[config.mk]
export PLATFORM = sky130hd
export DESIGN_NAME = preemptive_priority_scheduler_unit
export DESIGN_NICKNAME = d
export VERILOG_FILES = /design/src/design/ppsu_pkg.sv /design/src/design/ppsu_cell.sv /design/src/design/preemptive_priority_scheduler_unit.sv
export VERILOG_INCLUDE_DIRS = /design/src /design/src/design
export SDC_FILE = /design/constraint.sdc
export NUM_CORES = 2
export LEC_CHECK = 0
export BUFFER_PORTS_ARGS = -buffer_cell sky130_fd_sc_hd__clkbuf_2
export CORE_MARGIN = 2
export CORE_UTILIZATION = 59
export CTS_BUF_LIST = sky130_fd_sc_hd__clkbuf_4 sky130_fd_sc_hd__clkbuf_8
export CTS_CLUSTER_DIAMETER = 150
export DETAILED_ROUTE_END_ITERATION = 8
export PLACE_DENSITY = 0.78
export SYNTH_ARGS = -nofsm -noshare
export SYNTH_HDL_FRONTEND = slang
export SYNTH_HIERARCHICAL = 1
export SYNTH_SLANG_ARGS = --single-unit
export TNS_END_PERCENT = 10
[constraint.sdc]
create_clock -name clk -period 5.2 [get_ports clk]
set_input_delay 0.52 -clock clk [delete_from_list [all_inputs] [get_ports clk]]
set_output_delay 0.52 -clock clk [all_outputs]
set_load 0.03 [all_outputs]
[src/design/preemptive_priority_scheduler_unit_assert.svh]
// ----------------------------------------------------------------------------
// Assertion macros for the preemptive priority scheduler
// Concurrent checks clocked on clk and disabled while rst_n is low.
// ----------------------------------------------------------------------------
`ifndef PREEMPTIVE_PRIORITY_SCHEDULER_UNIT_ASSERT_SVH
`define PREEMPTIVE_PRIORITY_SCHEDULER_UNIT_ASSERT_SVH

// same-cycle implication
`define PPSU_ASSERT_IMP(lbl, ante, cons, msg) \
    lbl: assert property (@(posedge clk) disable iff (!rst_n) (ante) |-> (cons)) else $error(msg);

// next-cycle implication
`define PPSU_ASSERT_NXT(lbl, ante, cons, msg) \
    lbl: assert property (@(posedge clk) disable iff (!rst_n) (ante) |=> (cons)) else $error(msg);

`endif

[src/design/ppsu_pkg.sv]
// ----------------------------------------------------------------------------
// ppsu_pkg
// Constants, codes and shared structs of the preemptive priority scheduler.
// ----------------------------------------------------------------------------
package ppsu_pkg;

    localparam int SLOTS     = 16;
    localparam int TIME_BITS = 16;
    localparam int SLOT_W    = (SLOTS > 1) ? $clog2(SLOTS) : 1;
    localparam int SEQ_W     = 16;
    localparam int ID_W      = 8;
    localparam int BURST_W   = 12;
    localparam int PRIO_W    = 8;
    localparam int OUT_T_W   = 16;

    // input kinds
    localparam logic OP_ADMIT = 1'b0;
    localparam logic OP_TICK  = 1'b1;

    // result status codes
    localparam logic [1:0] STAT_ADMIT  = 2'd0;
    localparam logic [1:0] STAT_FULL   = 2'd1;
    localparam logic [1:0] STAT_RAN    = 2'd2;
    localparam logic [1:0] STAT_IDLE   = 2'd3;

    typedef enum logic [1:0] {
        ST_IDLE,
        ST_SWEEP,
        ST_ACT
    } state_t;

    // running process as seen by every cell
    typedef struct packed {
        logic              valid;
        logic [SLOT_W-1:0] slot;
    } cur_t;

    // candidate handed from cell to cell
    typedef struct packed {
        logic                 free_found;
        logic [SLOT_W-1:0]    free_slot;
        logic                 best_found;
        logic                 inc;
        logic [SLOT_W-1:0]    slot;
        logic [PRIO_W-1:0]    prio;
        logic [SEQ_W-1:0]     age;
        logic [ID_W-1:0]      ident;
        logic [BURST_W-1:0]   remaining;
        logic [BURST_W-1:0]   burst;
        logic [TIME_BITS-1:0] admit;
        logic [TIME_BITS-1:0] first;
        logic                 started;
    } cand_t;

    // update broadcast to the cells
    typedef struct packed {
        logic                 admit;
        logic                 run;
        logic [SLOT_W-1:0]    slot;
        logic [ID_W-1:0]      ident;
        logic [BURST_W-1:0]   burst;
        logic [PRIO_W-1:0]    prio;
        logic [TIME_BITS-1:0] time_now;
        logic [SEQ_W-1:0]     seq;
    } cmd_t;

endpackage

[src/design/ppsu_cell.sv]
// ----------------------------------------------------------------------------
// ppsu_cell
// One process slot. Merges its slot into the candidate coming from the
// previous cell and registers the result for the next cell.
// ----------------------------------------------------------------------------
module ppsu_cell
    import ppsu_pkg::*;
(
    input  logic              clk,
    input  logic              rst_n,
    input  logic [SLOT_W-1:0] idx,
    input  cur_t              cur,
    input  logic [SEQ_W-1:0]  seq_now,
    input  cmd_t              cmd,
    input  cand_t             cand_in,
    output cand_t             cand_out,
    output logic              slot_valid
);

    logic                 valid_reg;
    logic                 started_reg;
    logic [ID_W-1:0]      ident_reg;
    logic [BURST_W-1:0]   remaining_reg;
    logic [BURST_W-1:0]   burst_reg;
    logic [PRIO_W-1:0]    prio_reg;
    logic [TIME_BITS-1:0] admit_reg;
    logic [TIME_BITS-1:0] first_reg;
    logic [SEQ_W-1:0]     seq_reg;
    cand_t                cand_reg;
    cand_t                cand_next;

    logic [SEQ_W-1:0] age;
    logic             is_cur;
    logic             better;
    logic             hit;
    logic             done;

    assign age    = seq_now - seq_reg;
    assign is_cur = cur.valid && (cur.slot == idx);
    assign hit    = (cmd.slot == idx);
    assign done   = (remaining_reg == BURST_W'(1));

    // incumbent wins equal priority; otherwise older admission wins
    assign better = valid_reg && (!cand_in.best_found
                  || (prio_reg < cand_in.prio)
                  || ((prio_reg == cand_in.prio) && !cand_in.inc
                      && (is_cur || (age > cand_in.age))));

    // merge own slot into the passing candidate
    always_comb
    begin
        cand_next = cand_in;
        if (!valid_reg && !cand_in.free_found)
        begin
            cand_next.free_found = 1'b1;
            cand_next.free_slot  = idx;
        end
        if (better)
        begin
            cand_next.best_found = 1'b1;
            cand_next.inc        = is_cur;
            cand_next.slot       = idx;
            cand_next.prio       = prio_reg;
            cand_next.age        = age;
            cand_next.ident      = ident_reg;
            cand_next.remaining  = remaining_reg;
            cand_next.burst      = burst_reg;
            cand_next.admit      = admit_reg;
            cand_next.first      = first_reg;
            cand_next.started    = started_reg;
        end
    end

    // advance the candidate chain
    always_ff @(posedge clk or negedge rst_n)
    begin
        if (!rst_n)
        begin
            cand_reg <= '0;
        end
        else
        begin
            cand_reg <= cand_next;
        end
    end

    // slot occupancy flags
    always_ff @(posedge clk or negedge rst_n)
    begin
        if (!rst_n)
        begin
            valid_reg   <= 1'b0;
            started_reg <= 1'b0;
        end
        else if (hit && cmd.admit)
        begin
            valid_reg   <= 1'b1;
            started_reg <= 1'b0;
        end
        else if (hit && cmd.run)
        begin
            valid_reg   <= !done;
            started_reg <= !done;
        end
    end

    // slot payload
    always_ff @(posedge clk)
    begin
        if (hit && cmd.admit)
        begin
            ident_reg     <= cmd.ident;
            remaining_reg <= cmd.burst;
            burst_reg     <= cmd.burst;
            prio_reg      <= cmd.prio;
            admit_reg     <= cmd.time_now;
            seq_reg       <= cmd.seq;
        end
        else if (hit && cmd.run)
        begin
            remaining_reg <= remaining_reg - BURST_W'(1);
            if (!started_reg)
            begin
                first_reg <= cmd.time_now;
            end
        end
    end

    assign cand_out   = cand_reg;
    assign slot_valid = valid_reg;

endmodule

[src/design/preemptive_priority_scheduler_unit.sv]
// ----------------------------------------------------------------------------
// preemptive_priority_scheduler_unit
// Tick-driven preemptive priority scheduler built on a chain of slot cells.
// ----------------------------------------------------------------------------
// Usage:
//   Input stream s_axis carries one item per transfer: tuser is the kind
//   (admit or tick), tdata the process id, burst and priority for an admit.
//   Output stream m_axis returns one result per item, in order: tuser is the
//   status, tdata the running id, finish flag and the three timing figures.
// Timing:
//   After a transfer the best candidate ripples through the SLOTS cells, one
//   cell per cycle, then the ACT state applies the update and loads the
//   result. A new item is taken only in the idle state, once the update of
//   the previous item has been applied.
// Reset:
//   All slots empty, no running process, time and admission count zero.
// Stall:
//   The result waits in the output register; the next item is still taken,
//   and its update holds until the output register is free.
// ----------------------------------------------------------------------------
`include "preemptive_priority_scheduler_unit_assert.svh"

module preemptive_priority_scheduler_unit
    import ppsu_pkg::*;
(
    input  logic        clk,
    input  logic        rst_n,
    input  logic        s_axis_tvalid,
    output logic        s_axis_tready,
    input  logic [31:0] s_axis_tdata,  // proc_id[7:0], burst[19:8], priority_req[27:20]
    input  logic        s_axis_tuser,  // op
    output logic        m_axis_tvalid,
    input  logic        m_axis_tready,
    output logic [71:0] m_axis_tdata,  // running_id, finished, finished_id, response,
                                       // waiting, turnaround
    output logic [1:0]  m_axis_tuser   // status
);

    state_t state_reg;
    state_t state_next;

    logic [SLOT_W-1:0]    cnt_reg;
    logic [SLOT_W-1:0]    cnt_next;
    logic                 op_reg;
    logic [ID_W-1:0]      id_reg;
    logic [BURST_W-1:0]   burst_reg;
    logic [PRIO_W-1:0]    prio_reg;
    logic [TIME_BITS-1:0] time_reg;
    logic [SEQ_W-1:0]     seq_reg;
    cur_t                 cur_reg;

    logic                 m_valid_reg;
    logic [1:0]           status_reg;
    logic [ID_W-1:0]      run_id_reg;
    logic                 fin_reg;
    logic [ID_W-1:0]      fin_id_reg;
    logic [OUT_T_W-1:0]   resp_reg;
    logic [OUT_T_W-1:0]   wait_reg;
    logic [OUT_T_W-1:0]   turn_reg;

    logic                 in_xfer;
    logic                 act_fire;
    logic                 last_cnt;
    cand_t                best;
    cmd_t                 cmd;
    logic [SLOTS-1:0]     slot_valid;
    cand_t                chain [SLOTS+1];

    logic [TIME_BITS-1:0] time_inc;
    logic [TIME_BITS-1:0] first_t;
    logic [TIME_BITS-1:0] ta;
    logic [TIME_BITS-1:0] rs;
    logic [TIME_BITS-1:0] wt;
    logic                 finish;

    // cell chain
    assign chain[0] = '0;

    for (genvar g = 0; g < SLOTS; g++)
    begin : g_cell
        ppsu_cell u_cell (
            .clk        (clk),
            .rst_n      (rst_n),
            .idx        (SLOT_W'(g)),
            .cur        (cur_reg),
            .seq_now    (seq_reg),
            .cmd        (cmd),
            .cand_in    (chain[g]),
            .cand_out   (chain[g+1]),
            .slot_valid (slot_valid[g])
        );
    end

    assign best = chain[SLOTS];

    // next state
    always_comb
    begin
        state_next = state_reg;
        cnt_next   = cnt_reg;
        unique case (state_reg)
            ST_IDLE:
            begin
                if (in_xfer)
                begin
                    state_next = ST_SWEEP;
                    cnt_next   = '0;
                end
            end
            ST_SWEEP:
            begin
                cnt_next = cnt_reg + SLOT_W'(1);
                if (last_cnt)
                begin
                    state_next = ST_ACT;
                end
            end
            ST_ACT:
            begin
                if (act_fire)
                begin
                    state_next = ST_IDLE;
                end
            end
            default:
            begin
                state_next = ST_IDLE;
            end
        endcase
    end

    // control outputs
    always_comb
    begin
        s_axis_tready = (state_reg == ST_IDLE);
        act_fire      = (state_reg == ST_ACT) && (!m_valid_reg || m_axis_tready);
    end

    assign in_xfer  = s_axis_tvalid && s_axis_tready;
    assign last_cnt = (cnt_reg == SLOT_W'(SLOTS - 1));

    // timing figures of the chosen process
    assign finish   = (best.remaining == BURST_W'(1));
    assign time_inc = time_reg + TIME_BITS'(1);
    assign first_t  = best.started ? best.first : time_reg;
    assign ta       = time_inc - best.admit;
    assign rs       = first_t - best.admit;
    assign wt       = time_inc - best.admit - TIME_BITS'(best.burst);

    // update broadcast
    always_comb
    begin
        cmd          = '0;
        cmd.ident    = id_reg;
        cmd.burst    = (burst_reg == '0) ? BURST_W'(1) : burst_reg;
        cmd.prio     = prio_reg;
        cmd.time_now = time_reg;
        cmd.seq      = seq_reg;
        if (op_reg == OP_ADMIT)
        begin
            cmd.admit = act_fire && best.free_found;
            cmd.slot  = best.free_slot;
        end
        else
        begin
            cmd.run   = act_fire && best.best_found;
            cmd.slot  = best.slot;
        end
    end

    // FSM and sweep counter
    always_ff @(posedge clk or negedge rst_n)
    begin
        if (!rst_n)
        begin
            state_reg <= ST_IDLE;
            cnt_reg   <= '0;
        end
        else
        begin
            state_reg <= state_next;
            cnt_reg   <= cnt_next;
        end
    end

    // hold the accepted item
    always_ff @(posedge clk)
    begin
        if (in_xfer)
        begin
            op_reg    <= s_axis_tuser;
            id_reg    <= s_axis_tdata[7:0];
            burst_reg <= s_axis_tdata[19:8];
            prio_reg  <= s_axis_tdata[27:20];
        end
    end

    // scheduler clock, admission count and running process
    always_ff @(posedge clk or negedge rst_n)
    begin
        if (!rst_n)
        begin
            time_reg <= '0;
            seq_reg  <= '0;
            cur_reg  <= '0;
        end
        else if (act_fire)
        begin
            if (op_reg == OP_ADMIT)
            begin
                if (best.free_found)
                begin
                    seq_reg <= seq_reg + SEQ_W'(1);
                end
            end
            else
            begin
                time_reg      <= time_inc;
                cur_reg.valid <= best.best_found && !finish;
                cur_reg.slot  <= best.slot;
            end
        end
    end

    // output valid
    always_ff @(posedge clk or negedge rst_n)
    begin
        if (!rst_n)
        begin
            m_valid_reg <= 1'b0;
        end
        else if (act_fire)
        begin
            m_valid_reg <= 1'b1;
        end
        else if (m_axis_tready)
        begin
            m_valid_reg <= 1'b0;
        end
    end

    // result payload
    always_ff @(posedge clk)
    begin
        if (act_fire)
        begin
            run_id_reg <= '0;
            fin_reg    <= 1'b0;
            fin_id_reg <= '0;
            resp_reg   <= '0;
            wait_reg   <= '0;
            turn_reg   <= '0;
            if (op_reg == OP_ADMIT)
            begin
                status_reg <= best.free_found ? STAT_ADMIT : STAT_FULL;
            end
            else if (!best.best_found)
            begin
                status_reg <= STAT_IDLE;
            end
            else
            begin
                status_reg <= STAT_RAN;
                run_id_reg <= best.ident;
                if (finish)
                begin
                    fin_reg    <= 1'b1;
                    fin_id_reg <= best.ident;
                    resp_reg   <= OUT_T_W'(rs);
                    wait_reg   <= OUT_T_W'(wt);
                    turn_reg   <= OUT_T_W'(ta);
                end
            end
        end
    end

    assign m_axis_tvalid = m_valid_reg;
    assign m_axis_tuser  = status_reg;
    assign m_axis_tdata  = {7'd0, turn_reg, wait_reg, resp_reg, fin_id_reg, fin_reg,
                            run_id_reg};

    // checks
    `PPSU_ASSERT_NXT(a_sweep_after_xfer, in_xfer, state_reg == ST_SWEEP,
        "accepted item did not start a sweep")
    `PPSU_ASSERT_IMP(a_cur_occupied, cur_reg.valid, slot_valid[cur_reg.slot],
        "running process points at an empty slot")
    `PPSU_ASSERT_IMP(a_finish_is_run, m_valid_reg && fin_reg, status_reg == STAT_RAN,
        "finish reported without a run")
    `PPSU_ASSERT_NXT(a_act_loads_out, act_fire, m_valid_reg,
        "result not loaded by the update cycle")

endmodule
==> run_results.csv <==
group,metric,value,unit
floorplan,start_util,0.592,
finish,multi_input_area,50000,µm²
finish,largest_reg_flops,1575,
detailed_routing,num_vias,83700,
floorplan,die_area,239000,µm²
run_status,violations,"negative hold slack",
floorplan,core,235000,µm²
logic_synthesis,syn_area_per_cell,13.9,µm²
cts,numCtsBuffers,490,
detailed_routing,wl,323000,µm
critical_path,cp_slowest_cell,"a222oi_1",
critical_path,slowest_delay,0.47,ns
cts,clockBufferDepth,4,
place,gp_congestion,0.891,
critical_path,path_buf_inv,6,
timing,worst_slack,0.0205,ns
detailed_routing,dr.first_iter.drc_count,6163,
global_route,antenna_found_initial,4,
timing,rsz0062_at_grt,"true",
critical_path,crit_path_start_kind,"flip-flop",
flow_run,maxCapViolCount,0,
logic_synthesis,netlist_area,139000,µm²
cts,numClockSinks,3155,
floorplan,io_pins,113,
critical_path,worstPathArrival,6.14,ns
detailed_routing,ant_nets,0,
global_route,overflow,0,
floorplan,dieHeight,489,µm
critical_path,cp_max_fo,6,
finish,final_layout_size_suffix_gt1_frac,0.201,
detailed_routing,viasPerCell,5.64,
finish,fillCellCount,15300,
place,hpwl,207000,µm
global_route,grt_pass1_wl,488000,µm
global_route,grt_pass1_vias,87600,
critical_path,required,6.16,ns
timing,clock_skew,0.111,ns
finish,layout_commonest_cell,"dfrtp_1",
cts,cts_root_buf,"clkbuf_8",
finish,seq_area,86500,µm²
detailed_routing,wl_per_cell,21.8,µm
global_route,grt_max_degree,138,
logic_synthesis,yosysWarnings,6,
critical_path,crit_chain,"buf_6, inv_4, ha_4, inv_2, fa_2, a21oi_2, o21ai_2, o31a_1, a221oi_2, xnor2_1, ha_1, nand4_1, nor2_1, a221o_1, a211o_1, a222oi_1, bufbuf_16, buf_12, clkbuf_16, mux2_4",
cts,clk_pin_slew,0.06,ns
place,place_ws,-0.0789,ns
floorplan,num_rows,178,
timing,setup_viol,0,
power,power_density,385,nW/µm²
timing,tightestPinTransition,1.23,ns
floorplan,die_w,489,µm
run_status,outcome,"finished with violations",
critical_path,path_class,"flip-flop to flip-flop",
detailed_routing,dr.pass1.iters,8,
timing,fin_crit_sh,0.996,
finish,stdcell_count,14800,
timing,fin_hold_ws,-0.0132,ns
finish,layout_common_cells,"dfrtp_1 (1646), edfxtp_1 (1504), mux2_1 (871), inv_1 (806), ha_1 (697)",
logic_synthesis,syn_inst,9994,
hold_path,min_path_type,"input port to async pin",
cts,insertion_delay,1.17,ns
finish,syn_to_final_growth,15.9,%
place,placed_cells,13800,
timing,slew_headroom,0.179,
critical_path,cp_top_family,"compound AO/OA/AOI/OAI gates",
critical_path,critPathCaptureType,"flip-flop",
cts,tritoncts,"built",
timing,drv_slew,0,
power,leakagePower,0.0683,µW
detailed_routing,drc,0,
timing,fmaxAchievable,193,MHz
critical_path,r2r_slack,0.02,ns
place,port_buffers,101,
global_route,grt_usage,0.262,
finish,fin_nets,12000,
timing,finalCriticalPeriod,5.18,ns
cts,h-tree-depth,5,
power,vdd_drop_max,0.239,mV
timing,finalHoldViolCount,2,
==> per-layer routing <==
layer  global-route usage  vias up  wire length, µm
met3               0.0358      673            16500
met2                0.452     2347           163000
li1                     -    38300                -
met4               0.0995        0            11800
met5                    0        -                0
met1                0.337    42400           132000
==> path summary, 6_finish.rpt <==
kind,from,end,cells after the start
max reg2reg,seq_reg[0]$_DFFE_PN0P_,g_cell[2].u_cell/cand_out[93]$_DFF_PN0_,20
min reg2reg,g_cell[5].u_cell/ident_reg[6]$_DFFE_PP_,g_cell[5].u_cell/cand_out[63]$_DFF_PN0_,1
min,rst_n,time_reg[4]$_DFFE_PN0P_,2
max in group asynchronous,rst_n,g_cell[0].u_cell/cand_out[34]$_DFF_PN0_,3
max,seq_reg[0]$_DFFE_PN0P_,g_cell[2].u_cell/cand_out[93]$_DFF_PN0_,20
min in group clk,s_axis_tdata[8],burst_reg[0]$_DFFE_PP_,2
==> power by group <==
| part | total [µW] | switching [µW] | internal, µW |
|---|---|---|---|
| logic | 9430 | 5080 | 4350 |
| registers | 30500 | 1400 | 29100 |
| clock network | 21900 | 9540 | 12400 |
| total | 61900 | 16000 | 45900 |
==> worst reg2reg max path: stages, from the launching register on <==
cell,delay [ns]
dfrtp_1,0.42
buf_6,0.17
inv_4,0.06
ha_4,0.13
inv_2,0.04
fa_2,0.37
a21oi_2,0.20
o21ai_2,0.10
o31a_1,0.37
a221oi_2,0.31
xnor2_1,0.18
ha_1,0.28
nand4_1,0.13
nor2_1,0.07
a221o_1,0.36
a211o_1,0.37
a222oi_1,0.47
bufbuf_16,0.36
buf_12,0.17
clkbuf_16,0.20
mux2_4,0.32
==> repair_timing <==
action | 4_1_cts | 5_1_grt
pin swaps | 3 | 66
gates resized for setup | 4 | 220
setup endpoints to repair | 127 | 1186
setup buffers | 3 | 62
gates cloned | 0 | 26
hold buffers | 36 | 0
endpoints found under the hold margin | 145 | 0
==> stage by stage <==
stage               setup TNS [ns]   util  area, µm²  hold WS [ns]  power (µW)
floorplan                        0      -     140000         0.224       36600
global placement           -0.0614  0.630     148000         0.434       39400
detailed placement           -4.12  0.630     148000         0.440       39800
CTS                        -0.0309  0.676     159000      0.000671       61800
global route                -13.70  0.685     161000        0.0245       64600
finish                           0  0.685     161000       -0.0132       61900
==> layout make-up <==
cell class              count  area share
well taps                3150      0.0245
multi-input cells        6140       0.311
inverters                 824      0.0193
clock inverters           116     0.00534
repair buffers            659      0.0412
flip-flops and latches   3155       0.538
clock buffers             791      0.0604
diodes                      9    0.000140
(Power assumes the default switching activity.)
